===== src/design/nasp_pkg.sv =====
`timescale 1ns / 1ps
// Package: shared types, codes and constants of the network address string parser.
package nasp_pkg;

  localparam int unsigned ChW       = 8;
  localparam int unsigned PortW     = 16;
  localparam int unsigned OctetW    = 8;
  localparam int unsigned KwLen     = 5;
  localparam int unsigned KwPosW    = 3;
  localparam int unsigned NumOctets = 4;

  localparam logic [PortW-1:0]  DefaultPortReset = 16'd27500;
  localparam logic [19:0]       OctetMax         = 20'd255;
  localparam logic [19:0]       PortMax          = 20'd65535;
  localparam logic [ChW-1:0]    ChNul            = 8'h00;
  localparam logic [ChW-1:0]    ChDot            = 8'h2E;
  localparam logic [ChW-1:0]    ChColon          = 8'h3A;
  localparam logic [ChW-1:0]    ChZero           = 8'h30;
  localparam logic [ChW-1:0]    ChNine           = 8'h39;
  localparam logic [KwPosW-1:0] KwPosFull        = 3'd5;
  localparam logic [1:0]        LastField        = 2'd3;

  typedef enum logic [1:0] {
    ADDR_NONE     = 2'd0,
    ADDR_LOOPBACK = 2'd1,
    ADDR_IPV4     = 2'd2
  } addr_type_t;

  typedef enum logic {
    PH_OCTETS = 1'b0,
    PH_PORT   = 1'b1
  } phase_t;

  typedef struct packed {
    logic             ok;
    addr_type_t       addr_type;
    logic [OctetW-1:0] octet_a;
    logic [OctetW-1:0] octet_b;
    logic [OctetW-1:0] octet_c;
    logic [OctetW-1:0] octet_d;
    logic [PortW-1:0]  port_number;
  } result_t;

  function automatic logic [ChW-1:0] keyword_char(input logic [KwPosW-1:0] pos);
    logic [ChW-1:0] c;
    case (pos)
      3'd0:    c = 8'h6C;
      3'd1:    c = 8'h6F;
      3'd2:    c = 8'h63;
      3'd3:    c = 8'h61;
      3'd4:    c = 8'h6C;
      default: c = 8'h00;
    endcase
    return c;
  endfunction

endpackage


===== src/design/nasp_if.sv =====
`timescale 1ns / 1ps
// Interfaces: character, result and configuration channels.
interface nasp_char_if;
  logic                      valid;
  logic                      ready;
  logic [nasp_pkg::ChW-1:0]  ch;
  modport source (output valid, output ch, input ready);
  modport sink   (input valid, input ch, output ready);
endinterface

interface nasp_result_if;
  logic                        valid;
  logic                        ready;
  logic                        ok;
  logic [1:0]                  addr_type;
  logic [nasp_pkg::OctetW-1:0] octet_a;
  logic [nasp_pkg::OctetW-1:0] octet_b;
  logic [nasp_pkg::OctetW-1:0] octet_c;
  logic [nasp_pkg::OctetW-1:0] octet_d;
  logic [nasp_pkg::PortW-1:0]  port_number;
  modport source (output valid, output ok, output addr_type, output octet_a,
                  output octet_b, output octet_c, output octet_d,
                  output port_number, input ready);
  modport sink   (input valid, input ok, input addr_type, input octet_a,
                  input octet_b, input octet_c, input octet_d,
                  input port_number, output ready);
endinterface

interface nasp_cfg_if;
  logic                        valid;
  logic                        ready;
  logic [nasp_pkg::PortW-1:0]  default_port;
  modport source (output valid, output default_port, input ready);
  modport sink   (input valid, input default_port, output ready);
endinterface


===== src/design/nasp_in_reg.sv =====
`timescale 1ns / 1ps
// Input register: holds one character until the parser consumes it.
module nasp_in_reg (
  input  logic                     clk,
  input  logic                     rst_n,
  input  logic                     in_valid,
  output logic                     in_ready,
  input  logic [nasp_pkg::ChW-1:0] in_ch,
  input  logic                     advance,
  output logic                     valid_r,
  output logic [nasp_pkg::ChW-1:0] ch_r
);

  logic                     valid_nxt;
  logic [nasp_pkg::ChW-1:0] ch_nxt;

  assign in_ready = !valid_r || advance;

  always_comb begin
    valid_nxt = valid_r;
    ch_nxt    = ch_r;
    if (in_ready) begin
      valid_nxt = in_valid;
      ch_nxt    = in_ch;
    end
  end

  always_ff @(posedge clk) begin
    if (!rst_n) begin
      valid_r <= 1'b0;
    end else begin
      valid_r <= valid_nxt;
    end
    ch_r <= ch_nxt;
  end

endmodule


===== src/design/nasp_parser.sv =====
`timescale 1ns / 1ps
// Parser: per-character state update and result formation on the terminator.
module nasp_parser (
  input  logic                       clk,
  input  logic                       rst_n,
  input  logic                       take,
  input  logic [nasp_pkg::ChW-1:0]   ch,
  input  logic [nasp_pkg::PortW-1:0] default_port,
  output logic                       emit,
  output nasp_pkg::result_t          result
);

  nasp_pkg::phase_t                  phase_r, phase_nxt;
  logic [1:0]                        field_r, field_nxt;
  logic [nasp_pkg::PortW-1:0]        num_r, num_nxt;
  logic                              seen_r, seen_nxt;
  logic [nasp_pkg::OctetW-1:0]       octet_r   [nasp_pkg::NumOctets];
  logic [nasp_pkg::OctetW-1:0]       octet_nxt [nasp_pkg::NumOctets];
  logic [nasp_pkg::KwPosW-1:0]       kw_pos_r, kw_pos_nxt;
  logic                              kw_match_r, kw_match_nxt;
  logic                              failed_r, failed_nxt;

  logic        is_nul;
  logic        is_digit;
  logic        kw_hit;
  logic [19:0] grown;
  logic [19:0] limit;

  assign is_nul   = (ch == nasp_pkg::ChNul);
  assign is_digit = ch inside {[nasp_pkg::ChZero:nasp_pkg::ChNine]};
  assign kw_hit   = kw_match_r && (kw_pos_r < nasp_pkg::KwPosFull) &&
                    (ch == nasp_pkg::keyword_char(kw_pos_r));
  assign grown    = ({4'd0, num_r} * 20'd10) + {16'd0, ch[3:0]};
  assign limit    = (phase_r == nasp_pkg::PH_PORT) ? nasp_pkg::PortMax : nasp_pkg::OctetMax;
  assign emit     = take && is_nul;

  always_comb begin
    phase_nxt    = phase_r;
    field_nxt    = field_r;
    num_nxt      = num_r;
    seen_nxt     = seen_r;
    octet_nxt    = octet_r;
    kw_pos_nxt   = kw_pos_r;
    kw_match_nxt = kw_match_r;
    failed_nxt   = failed_r;
    result       = '0;

    if (is_nul) begin
      if (kw_match_r && (kw_pos_r == nasp_pkg::KwPosFull)) begin
        result.ok          = 1'b1;
        result.addr_type   = nasp_pkg::ADDR_LOOPBACK;
        result.port_number = default_port;
      end else if (!failed_r && seen_r &&
                   ((phase_r == nasp_pkg::PH_PORT) || (field_r == nasp_pkg::LastField))) begin
        result.ok        = 1'b1;
        result.addr_type = nasp_pkg::ADDR_IPV4;
        result.octet_a   = octet_r[0];
        result.octet_b   = octet_r[1];
        result.octet_c   = octet_r[2];
        if (phase_r == nasp_pkg::PH_OCTETS) begin
          result.octet_d     = num_r[nasp_pkg::OctetW-1:0];
          result.port_number = default_port;
        end else begin
          result.octet_d     = octet_r[3];
          result.port_number = num_r;
        end
      end
      phase_nxt    = nasp_pkg::PH_OCTETS;
      field_nxt    = '0;
      num_nxt      = '0;
      seen_nxt     = 1'b0;
      octet_nxt    = '{default: '0};
      kw_pos_nxt   = '0;
      kw_match_nxt = 1'b1;
      failed_nxt   = 1'b0;
    end else begin
      if (kw_hit) begin
        kw_pos_nxt = kw_pos_r + 3'd1;
      end else begin
        kw_match_nxt = 1'b0;
      end
      if (!failed_r) begin
        if (is_digit) begin
          if (grown > limit) begin
            failed_nxt = 1'b1;
          end else begin
            num_nxt  = grown[nasp_pkg::PortW-1:0];
            seen_nxt = 1'b1;
          end
        end else if ((phase_r == nasp_pkg::PH_OCTETS) && (ch == nasp_pkg::ChDot)) begin
          if (!seen_r || (field_r == nasp_pkg::LastField)) begin
            failed_nxt = 1'b1;
          end else begin
            octet_nxt[field_r] = num_r[nasp_pkg::OctetW-1:0];
            num_nxt            = '0;
            seen_nxt           = 1'b0;
            field_nxt          = field_r + 2'd1;
          end
        end else if ((phase_r == nasp_pkg::PH_OCTETS) && (ch == nasp_pkg::ChColon)) begin
          if (!seen_r || (field_r != nasp_pkg::LastField)) begin
            failed_nxt = 1'b1;
          end else begin
            octet_nxt[field_r] = num_r[nasp_pkg::OctetW-1:0];
            num_nxt            = '0;
            seen_nxt           = 1'b0;
            phase_nxt          = nasp_pkg::PH_PORT;
          end
        end else begin
          failed_nxt = 1'b1;
        end
      end
    end
  end

  always_ff @(posedge clk) begin
    if (!rst_n) begin
      phase_r    <= nasp_pkg::PH_OCTETS;
      field_r    <= '0;
      num_r      <= '0;
      seen_r     <= 1'b0;
      octet_r    <= '{default: '0};
      kw_pos_r   <= '0;
      kw_match_r <= 1'b1;
      failed_r   <= 1'b0;
    end else if (take) begin
      phase_r    <= phase_nxt;
      field_r    <= field_nxt;
      num_r      <= num_nxt;
      seen_r     <= seen_nxt;
      octet_r    <= octet_nxt;
      kw_pos_r   <= kw_pos_nxt;
      kw_match_r <= kw_match_nxt;
      failed_r   <= failed_nxt;
    end
  end

endmodule


===== src/design/nasp_out_reg.sv =====
`timescale 1ns / 1ps
// Result register: holds one result until the sink takes the transfer.
module nasp_out_reg (
  input  logic                     clk,
  input  logic                     rst_n,
  input  logic                     load,
  input  nasp_pkg::result_t        result,
  output logic                     free,
  output logic                     out_valid,
  input  logic                     out_ready,
  output nasp_pkg::result_t        out_result
);

  logic              valid_r, valid_nxt;
  nasp_pkg::result_t data_r, data_nxt;

  assign free       = !valid_r || out_ready;
  assign out_valid  = valid_r;
  assign out_result = data_r;

  always_comb begin
    valid_nxt = valid_r;
    data_nxt  = data_r;
    if (free) begin
      valid_nxt = load;
    end
    if (load) begin
      data_nxt = result;
    end
  end

  always_ff @(posedge clk) begin
    if (!rst_n) begin
      valid_r <= 1'b0;
    end else begin
      valid_r <= valid_nxt;
    end
    data_r <= data_nxt;
  end

endmodule


===== src/design/network_address_string_parser.sv =====
`timescale 1ns / 1ps
// Top level: address string parser (keyword or dotted quad with optional port).
//
//   channel  | dir | payload                                          | transfer
//   in_chan  | in  | ch                                               | valid & ready
//   out_chan | out | ok, addr_type, octet_a..octet_d, port_number     | valid & ready
//   cfg_chan | in  | default_port                                     | valid & ready
//
// One character per cycle while no terminator waits on a stalled result; each
// result goes through the input register, parse logic and result register.
// Reset (synchronous, active low) empties both registers, restarts the string
// and sets the default port to 27500. A stalled result holds only the
// terminator behind it; other characters keep flowing into the parser.
module network_address_string_parser (
  input  logic          clk,
  input  logic          rst_n,
  nasp_char_if.sink     in_chan,
  nasp_result_if.source out_chan,
  nasp_cfg_if.sink      cfg_chan
);

  logic                       in_valid_r;
  logic [nasp_pkg::ChW-1:0]   in_ch_r;
  logic                       advance;
  logic                       out_free;
  logic                       emit;
  nasp_pkg::result_t          result;
  nasp_pkg::result_t          out_result;
  logic [nasp_pkg::PortW-1:0] default_port_r, default_port_nxt;

  assign cfg_chan.ready = 1'b1;

  always_comb begin
    default_port_nxt = default_port_r;
    if (cfg_chan.valid) begin
      default_port_nxt = cfg_chan.default_port;
    end
  end

  always_ff @(posedge clk) begin
    if (!rst_n) begin
      default_port_r <= nasp_pkg::DefaultPortReset;
    end else begin
      default_port_r <= default_port_nxt;
    end
  end

  assign advance = in_valid_r && ((in_ch_r != nasp_pkg::ChNul) || out_free);

  nasp_in_reg u_in_reg (
    .clk      (clk),
    .rst_n    (rst_n),
    .in_valid (in_chan.valid),
    .in_ready (in_chan.ready),
    .in_ch    (in_chan.ch),
    .advance  (advance),
    .valid_r  (in_valid_r),
    .ch_r     (in_ch_r)
  );

  nasp_parser u_parser (
    .clk          (clk),
    .rst_n        (rst_n),
    .take         (advance),
    .ch           (in_ch_r),
    .default_port (default_port_r),
    .emit         (emit),
    .result       (result)
  );

  nasp_out_reg u_out_reg (
    .clk        (clk),
    .rst_n      (rst_n),
    .load       (emit),
    .result     (result),
    .free       (out_free),
    .out_valid  (out_chan.valid),
    .out_ready  (out_chan.ready),
    .out_result (out_result)
  );

  assign out_chan.ok          = out_result.ok;
  assign out_chan.addr_type   = out_result.addr_type;
  assign out_chan.octet_a     = out_result.octet_a;
  assign out_chan.octet_b     = out_result.octet_b;
  assign out_chan.octet_c     = out_result.octet_c;
  assign out_chan.octet_d     = out_result.octet_d;
  assign out_chan.port_number = out_result.port_number;

endmodule


===== src/flat_wrapper.sv =====
// flat-port wrapper written by rule: the top's interface ports become plain ports
module network_address_string_parser_flat 
  (clk, rst_n, in_chan_valid, in_chan_ch, in_chan_ready, out_chan_valid, out_chan_ok, out_chan_addr_type, out_chan_octet_a, out_chan_octet_b, out_chan_octet_c, out_chan_octet_d, out_chan_port_number, out_chan_ready, cfg_chan_valid, cfg_chan_default_port, cfg_chan_ready);
  nasp_char_if in_chan_i ();
  nasp_result_if out_chan_i ();
  nasp_cfg_if cfg_chan_i ();
  input  logic clk;
  input  logic rst_n;
  input wire logic [$bits(in_chan_i.valid)-1:0] in_chan_valid;
  input wire logic [$bits(in_chan_i.ch)-1:0] in_chan_ch;
  output wire logic [$bits(in_chan_i.ready)-1:0] in_chan_ready;
  output wire logic [$bits(out_chan_i.valid)-1:0] out_chan_valid;
  output wire logic [$bits(out_chan_i.ok)-1:0] out_chan_ok;
  output wire logic [$bits(out_chan_i.addr_type)-1:0] out_chan_addr_type;
  output wire logic [$bits(out_chan_i.octet_a)-1:0] out_chan_octet_a;
  output wire logic [$bits(out_chan_i.octet_b)-1:0] out_chan_octet_b;
  output wire logic [$bits(out_chan_i.octet_c)-1:0] out_chan_octet_c;
  output wire logic [$bits(out_chan_i.octet_d)-1:0] out_chan_octet_d;
  output wire logic [$bits(out_chan_i.port_number)-1:0] out_chan_port_number;
  input wire logic [$bits(out_chan_i.ready)-1:0] out_chan_ready;
  input wire logic [$bits(cfg_chan_i.valid)-1:0] cfg_chan_valid;
  input wire logic [$bits(cfg_chan_i.default_port)-1:0] cfg_chan_default_port;
  output wire logic [$bits(cfg_chan_i.ready)-1:0] cfg_chan_ready;
  assign in_chan_i.valid = in_chan_valid;
  assign in_chan_i.ch = in_chan_ch;
  assign in_chan_ready = in_chan_i.ready;
  assign out_chan_valid = out_chan_i.valid;
  assign out_chan_ok = out_chan_i.ok;
  assign out_chan_addr_type = out_chan_i.addr_type;
  assign out_chan_octet_a = out_chan_i.octet_a;
  assign out_chan_octet_b = out_chan_i.octet_b;
  assign out_chan_octet_c = out_chan_i.octet_c;
  assign out_chan_octet_d = out_chan_i.octet_d;
  assign out_chan_port_number = out_chan_i.port_number;
  assign out_chan_i.ready = out_chan_ready;
  assign cfg_chan_i.valid = cfg_chan_valid;
  assign cfg_chan_i.default_port = cfg_chan_default_port;
  assign cfg_chan_ready = cfg_chan_i.ready;
  network_address_string_parser u_core (.clk(clk), .rst_n(rst_n), .in_chan(in_chan_i), .out_chan(out_chan_i), .cfg_chan(cfg_chan_i));
endmodule

===== config.mk =====
export PLATFORM = sky130hd
export DESIGN_NAME = network_address_string_parser_flat
export DESIGN_NICKNAME = d
export VERILOG_FILES = /design/src/design/nasp_pkg.sv /design/src/design/nasp_if.sv /design/src/design/nasp_in_reg.sv /design/src/design/nasp_parser.sv /design/src/design/nasp_out_reg.sv /design/src/design/network_address_string_parser.sv /design/src/flat_wrapper.sv
export SDC_FILE = /design/constraint.sdc
export NUM_CORES = 1
export LEC_CHECK = 0
export ABC_AREA = 1
export BUFFER_PORTS_ARGS = -buffer_cell sky130_fd_sc_hd__clkbuf_2
export CAP_MARGIN = 20
export CORE_MARGIN = 2
export CORE_UTILIZATION = 55
export CTS_BUF_LIST = sky130_fd_sc_hd__clkbuf_8
export DETAILED_ROUTE_END_ITERATION = 8
export PLACE_DENSITY_LB_ADDON = 0.1
export SYNTH_ARGS = -nofsm -noshare
export SYNTH_HDL_FRONTEND = slang
export SYNTH_SLANG_ARGS = --single-unit

===== constraint.sdc =====
create_clock -name clk -period 9 [get_ports clk]
set_clock_uncertainty 0.15 [all_clocks]
set_input_delay 2.25 -clock clk [delete_from_list [all_inputs] [get_ports clk]]
set_output_delay 2.25 -clock clk [all_outputs]
set_load 0.02 [all_outputs]

# Yosys cells after proc, flatten, opt, wreduce, memory -nomap -nowiden
# Index checks and enable logic that the tools add are counted.
dict set report classes {
  mux 55
  addsub 3
  n_bitwise 4
  shift 0
  eq_ne 21
  n_lt_le_gt_ge 6
  n_reduce_logical 38
  multipliers 1
  n_div 0
}
# operator count
set op_table {}
lappend op_table {{32-bit two-way mux} 7}
lappend op_table {{16-bit two-way mux} 10}
lappend op_table {{51-bit two-way mux} 1}
lappend op_table {{32-bit bitwise mux} 1}
lappend op_table {{7-bit case mux with 4 select lines} 1}
lappend op_table {{1-bit two-way mux} 24}
lappend op_table {{24-bit two-way mux} 1}
lappend op_table {{20-bit by 4-bit adder with 20-bit output} 1}
lappend op_table {{20-bit by 16-bit greater-than comparator with 1-bit output} 1}
lappend op_table {{16-bit by 3-bit multiplier with 19-bit output, second input constant} 1}
lappend op_table {{6-bit AND reduction} 3}
lappend op_table {{8-bit demux with 2-bit select} 1}
lappend op_table {{8-bit by 6-bit == test with 1-bit output, second input constant} 2}
lappend op_table {{2-bit inequality test, second input constant} 6}
lappend op_table {{1-bit logical AND} 11}
lappend op_table {{2-bit two-way mux} 5}
lappend op_table {{3-bit two-way mux} 3}
lappend op_table {{3-bit inequality test, second input constant} 3}
lappend op_table {{8-bit == test} 1}
lappend op_table {{8-bit by 6-bit greater-or-equal comparator with 1-bit output, second input constant} 1}
lappend op_table {{8-bit by 6-bit <= comparator with 1-bit output, second input constant} 1}
lappend op_table {{8-bit logical NOT} 1}
lappend op_table {{8-bit two-way mux} 1}
lappend op_table {{4-bit inequality test, second input constant} 2}
lappend op_table {{other kinds (23)} 39}
dict set report totals {
  latch_bits 0
  out_inout_bits 54
  ramBits 0
  ff_bits 134
  word_cells 151
  memories 0
  rom_bits 0
}

# Logic depth before layout (Yosys ltp)
dict set report depth {
  ltp_word 12
  depth_mapped 31
  depth_no_buf 29
}

# Hierarchy
# A second synthesis with hierarchy kept.
dict set report unflattened {
  cells_unflattened 941
  hier_area_um2 7427.1
}
# mod n_inst seq_area_each_um2 cells_each area_per_inst_um2
set by_module_without_submodules {}
lappend by_module_without_submodules {nasp_parser 1 1141.1 790 4959.8}
lappend by_module_without_submodules {nasp_out_reg 1 1551.5 57 1577.8}
lappend by_module_without_submodules {network_address_string_parser 1 320.3 80 603.1}
lappend by_module_without_submodules {nasp_in_reg 1 260.2 14 286.5}

# Worst setup path after synthesis
# No wires, ideal clock.
dict set report synth_path {
  path_type {in2out}
  startpoint {input out_chan_ready}
  endpoint {output in_chan_ready}
  path_stages 2
  slack_ns 3.838
  n_path_buf 0
  t_required_ns 6.600
  t_arrival_ns 2.762
  cell_sequence {inv_1 -> nand4_1}
}
dict set report synth_via {
  elab_chain_len 4
}
# item line
set synth_lines {}
lappend synth_lines {{from (decl)} flat_wrapper.sv:20} ;# input wire logic [$bits(out_chan_i.ready)-1:0] out_chan_ready;
lappend synth_lines {{1-bit logical OR} nasp_out_reg.sv:17} ;# assign free = !valid_r || out_ready;
lappend synth_lines {{1-bit logical OR} network_address_string_parser.sv:48} ;# assign advance = in_valid_r && ((in_ch_r != nasp_pkg::ChNul) || out_free);
lappend synth_lines {{1-bit logical AND} network_address_string_parser.sv:48}
lappend synth_lines {{1-bit logical OR} nasp_in_reg.sv:17} ;# assign in_ready = !valid_r || advance;
lappend synth_lines {{to (decl)} flat_wrapper.sv:11} ;# output wire logic [$bits(in_chan_i.ready)-1:0] in_chan_ready;
# No other way between the ends.

# Worst setup path in the final report
# Same ends and word-level chain as after synthesis.

==> reports/results.tsv <==
metric	value	unit
Post-synth EDFFs	59	
CP Cell Sequence	clkbuf_2, inv_1, nand4_1, clkbuf_2	
final critical delay including setup and external delays	5540	ps
number of hold buffers added after cts	0	
CP peak stage delay	440	ps
type of the worst setup path	in -> out	
worst reg2reg path startpoint	u_core.u_parser.num_r[3]	
Worst setup EP type	output port	
number of max-capacitance violations reported	0	
number of DRC violations after detailed routing	0	
horizontal extent of the die	120	um
Req. time, crit path	6600	ps
number of top-level pins	83	
total of warnings raised by yosys	0	
setup fix buffers added after clock tree synthesis	0	
Antenna Violating Nets Remaining	0	
type of origin of the critical path	input port	
count of buffering cells on the critical path with inverters included	3	
average footprint of a synthesized cell	8.09	um^2
number of antenna diodes	0	
number of nets produced by synthesis	994	
Overall Global Routing Usage	23.1	%
HPWL after detailed placement	11800	um
cells resized by post-CTS repair	0	
primary flip-flop cell chosen by synthesis mapping	dfxtp_1	
clock tree from TritonCTS	done	
status	completed	
largest vdd supply drop	0.0778	mV
via count of the first global-routing pass	5618	
Fmax achieved	181	MHz
clock insertion delay at the later pin of the skew report	420	ps
count of TritonRoute iterations in the first routing pass	5	
final count of pins violating max slew	0	
Final Routed Wirelength	15900	um
power density over cell area	138	nW/um^2
commonest non-fill, non-tap cell in the layout	nand2_1	
clk buf depth	2	
Die Outline Area	14400	um^2
fraction of final layout cells with drive strength greater than 1	17.5	%
number of buffers created by CTS	17	
final routed wire length divided by cell count	13.4	um
largest fanout on the critical path	10	
count of buffers inserted at the top-level ports	81	
area of the mapped netlist	7400	um^2
core region area	13200	um^2
total gr overflow	0	
HP Start	u_core.default_port_r[7]	
final-report hold violation count	0	
global-route wire length before repair	26700	um
CTS clock-pin slew for the worst setup and hold paths	70	ps
FP Rows	42	
height of the die	120	um
Post-layout nets	1073	
number of sinks handled by clock tree synthesis	134	
ratio of routed vias to standard cells	5.14	
ratio of final minimum period to clock period	61.5	%
area growth from synthesis to layout	12.3	%
via total after detailed routing	6080	
number of register bits inferred by synthesis	134	
max_slew headroom	26.7	%
register-to-register setup slack	4090	ps
fraction of registers with async set/reset	0	%
htree depth	4	
most frequent cell on the critical path	clkbuf_2	
actual transition at the worst max-transition pin	1100	ps
Root Buffer	clkbuf_8	
top library cells by usage in the layout, fill and taps aside	nand2_1 (208), inv_1 (125), a21oi_1 (92)	
effective utilization at floorplan	56.1	%
antenna violations before repair	0	
worst hold slack	309	ps
Seq/Total Area, Yosys	44.2	%
setup repair after global routing missed its margin	false	
first element of the critical path	out_chan_ready	
setup total negative slack	0	ps
synthesized instance count	915	
violation count after the first detailed-route iteration	530	
pin count of the biggest net entering global routing	64	
P_leak	3.79	nW
kind of cell with the highest combined delay on the critical path	buffers and inverters	
RePlAce Congestion	0.836	
unique cell type count in the Yosys netlist	46	
Slowest cell on crit path	nand4_1	
Critical Path AT	3140	ps
final setup fails	0	
kind of path behind the tightest hold check	reg -> reg	
-- state kept, by name, summed over array words and instances, names as in the netlist --
register / count
u_core.u_parser.num_r: 16
u_core.u_in_reg.ch_r: 8
u_core.u_parser.octet_r: 32
u_core.u_parser.kw_pos_r: 3
u_core.u_out_reg.out_valid: 1
u_core.u_parser.field_r: 2
u_core.u_in_reg.valid_r: 1
u_core.u_out_reg.out_result: 51
u_core.default_port_r: 16
u_core.u_parser.phase_r: 1
u_core.u_parser.failed_r: 1
u_core.u_parser.kw_match_r: 1
u_core.u_parser.seen_r: 1
-- final cells by class --
cell class	instances	area, um^2
Timing Repair Buffer	84	428
Multi-Input combinational cell	620	3490
Fill cell	1173	4880
Inverter	137	514
Sequential cell	134	3270
Tap cell	176	220
Clock buffer	19	262
Clock inverter	13	123
-- cells by family after synthesis --
group           Yosys count  share of synthesized area (%)
compound gates          150                           11.3
xor+xnor                 11                           1.30
fa+ha+maj                50                           8.66
buf+inv                 161                           8.55
flops                   134                           44.2
other cells               1                         0.0507
simple gates            408                           25.9
-- worst paths after layout --
kind / end / cells past startpoint
worst max-delay path: in_chan_ready / 4
worst min-delay path: u_core.default_port_r[7] / 2
worst max register to register: u_core.u_parser.num_r[12] / 23
worst min register to register: u_core.default_port_r[7] / 2
-- power breakdown --
group          leakage (nW)  internal [W]  switching, W
logic                  2.31     0.0000107     0.0000186
registers              1.29      0.000637    0.00000442
clock network         0.190      0.000236      0.000236
-- Yosys cell counts, types with 5 or more instances --
| cell | instances | area, um^2 |
|---|---|---|
| nor2_1 | 79 | 297 |
| nand2_1 | 208 | 781 |
| a21oi_1 | 92 | 460 |
| o21ai_0 | 32 | 160 |
| xor2_1 | 8 | 70.1 |
| ha_1 | 48 | 601 |
| nand4_1 | 30 | 188 |
| nand3_2 | 8 | 80.1 |
| nand2_2 | 19 | 119 |
| edfxtp_1 | 59 | 1770 |
| o21ai_1 | 5 | 25.0 |
| nand2_4 | 6 | 67.6 |
| inv_1 | 126 | 473 |
| nor2_2 | 6 | 37.5 |
| clkbuf_1 | 18 | 67.6 |
| nand3_1 | 37 | 185 |
| inv_2 | 8 | 30.0 |
| dfxtp_1 | 75 | 1500 |
| o32ai_1 | 8 | 70.1 |
-- metrics by stage --
stage | setup WS [ps] | util [%] | std cells | area, um^2 | total power, W
after floorplan | 3840 | - | 915 | 7400 | 0.000674
after global placement | 3500 | 60.1 | 1151 | 7930 | 0.000685
after detailed placement | 3470 | 60.1 | 1151 | 7930 | 0.000685
after CTS | 3470 | 63.0 | 1183 | 8310 | 0.00115
after global routing | 3380 | 63.0 | 1183 | 8310 | 0.00119
final | 3460 | 63.0 | 1183 | 8310 | 0.00114
-- tightest hold or removal path, stage by stage, from the launching register on --
cell,delay (ps)
dfxtp_1,300
inv_1,60
a21oi_1,60
-- per-layer routing --
layer / vias up / wire length, um / track usage [%]
met5: - / 0 / 0
met4: 0 / 256 / 7.28
met3: 21 / 702 / 4.42
met2: 138 / 7500 / 38.1
met1: 2740 / 7400 / 30.6
li1: 3181 / - / -
(Power assumes the default switching activity.)
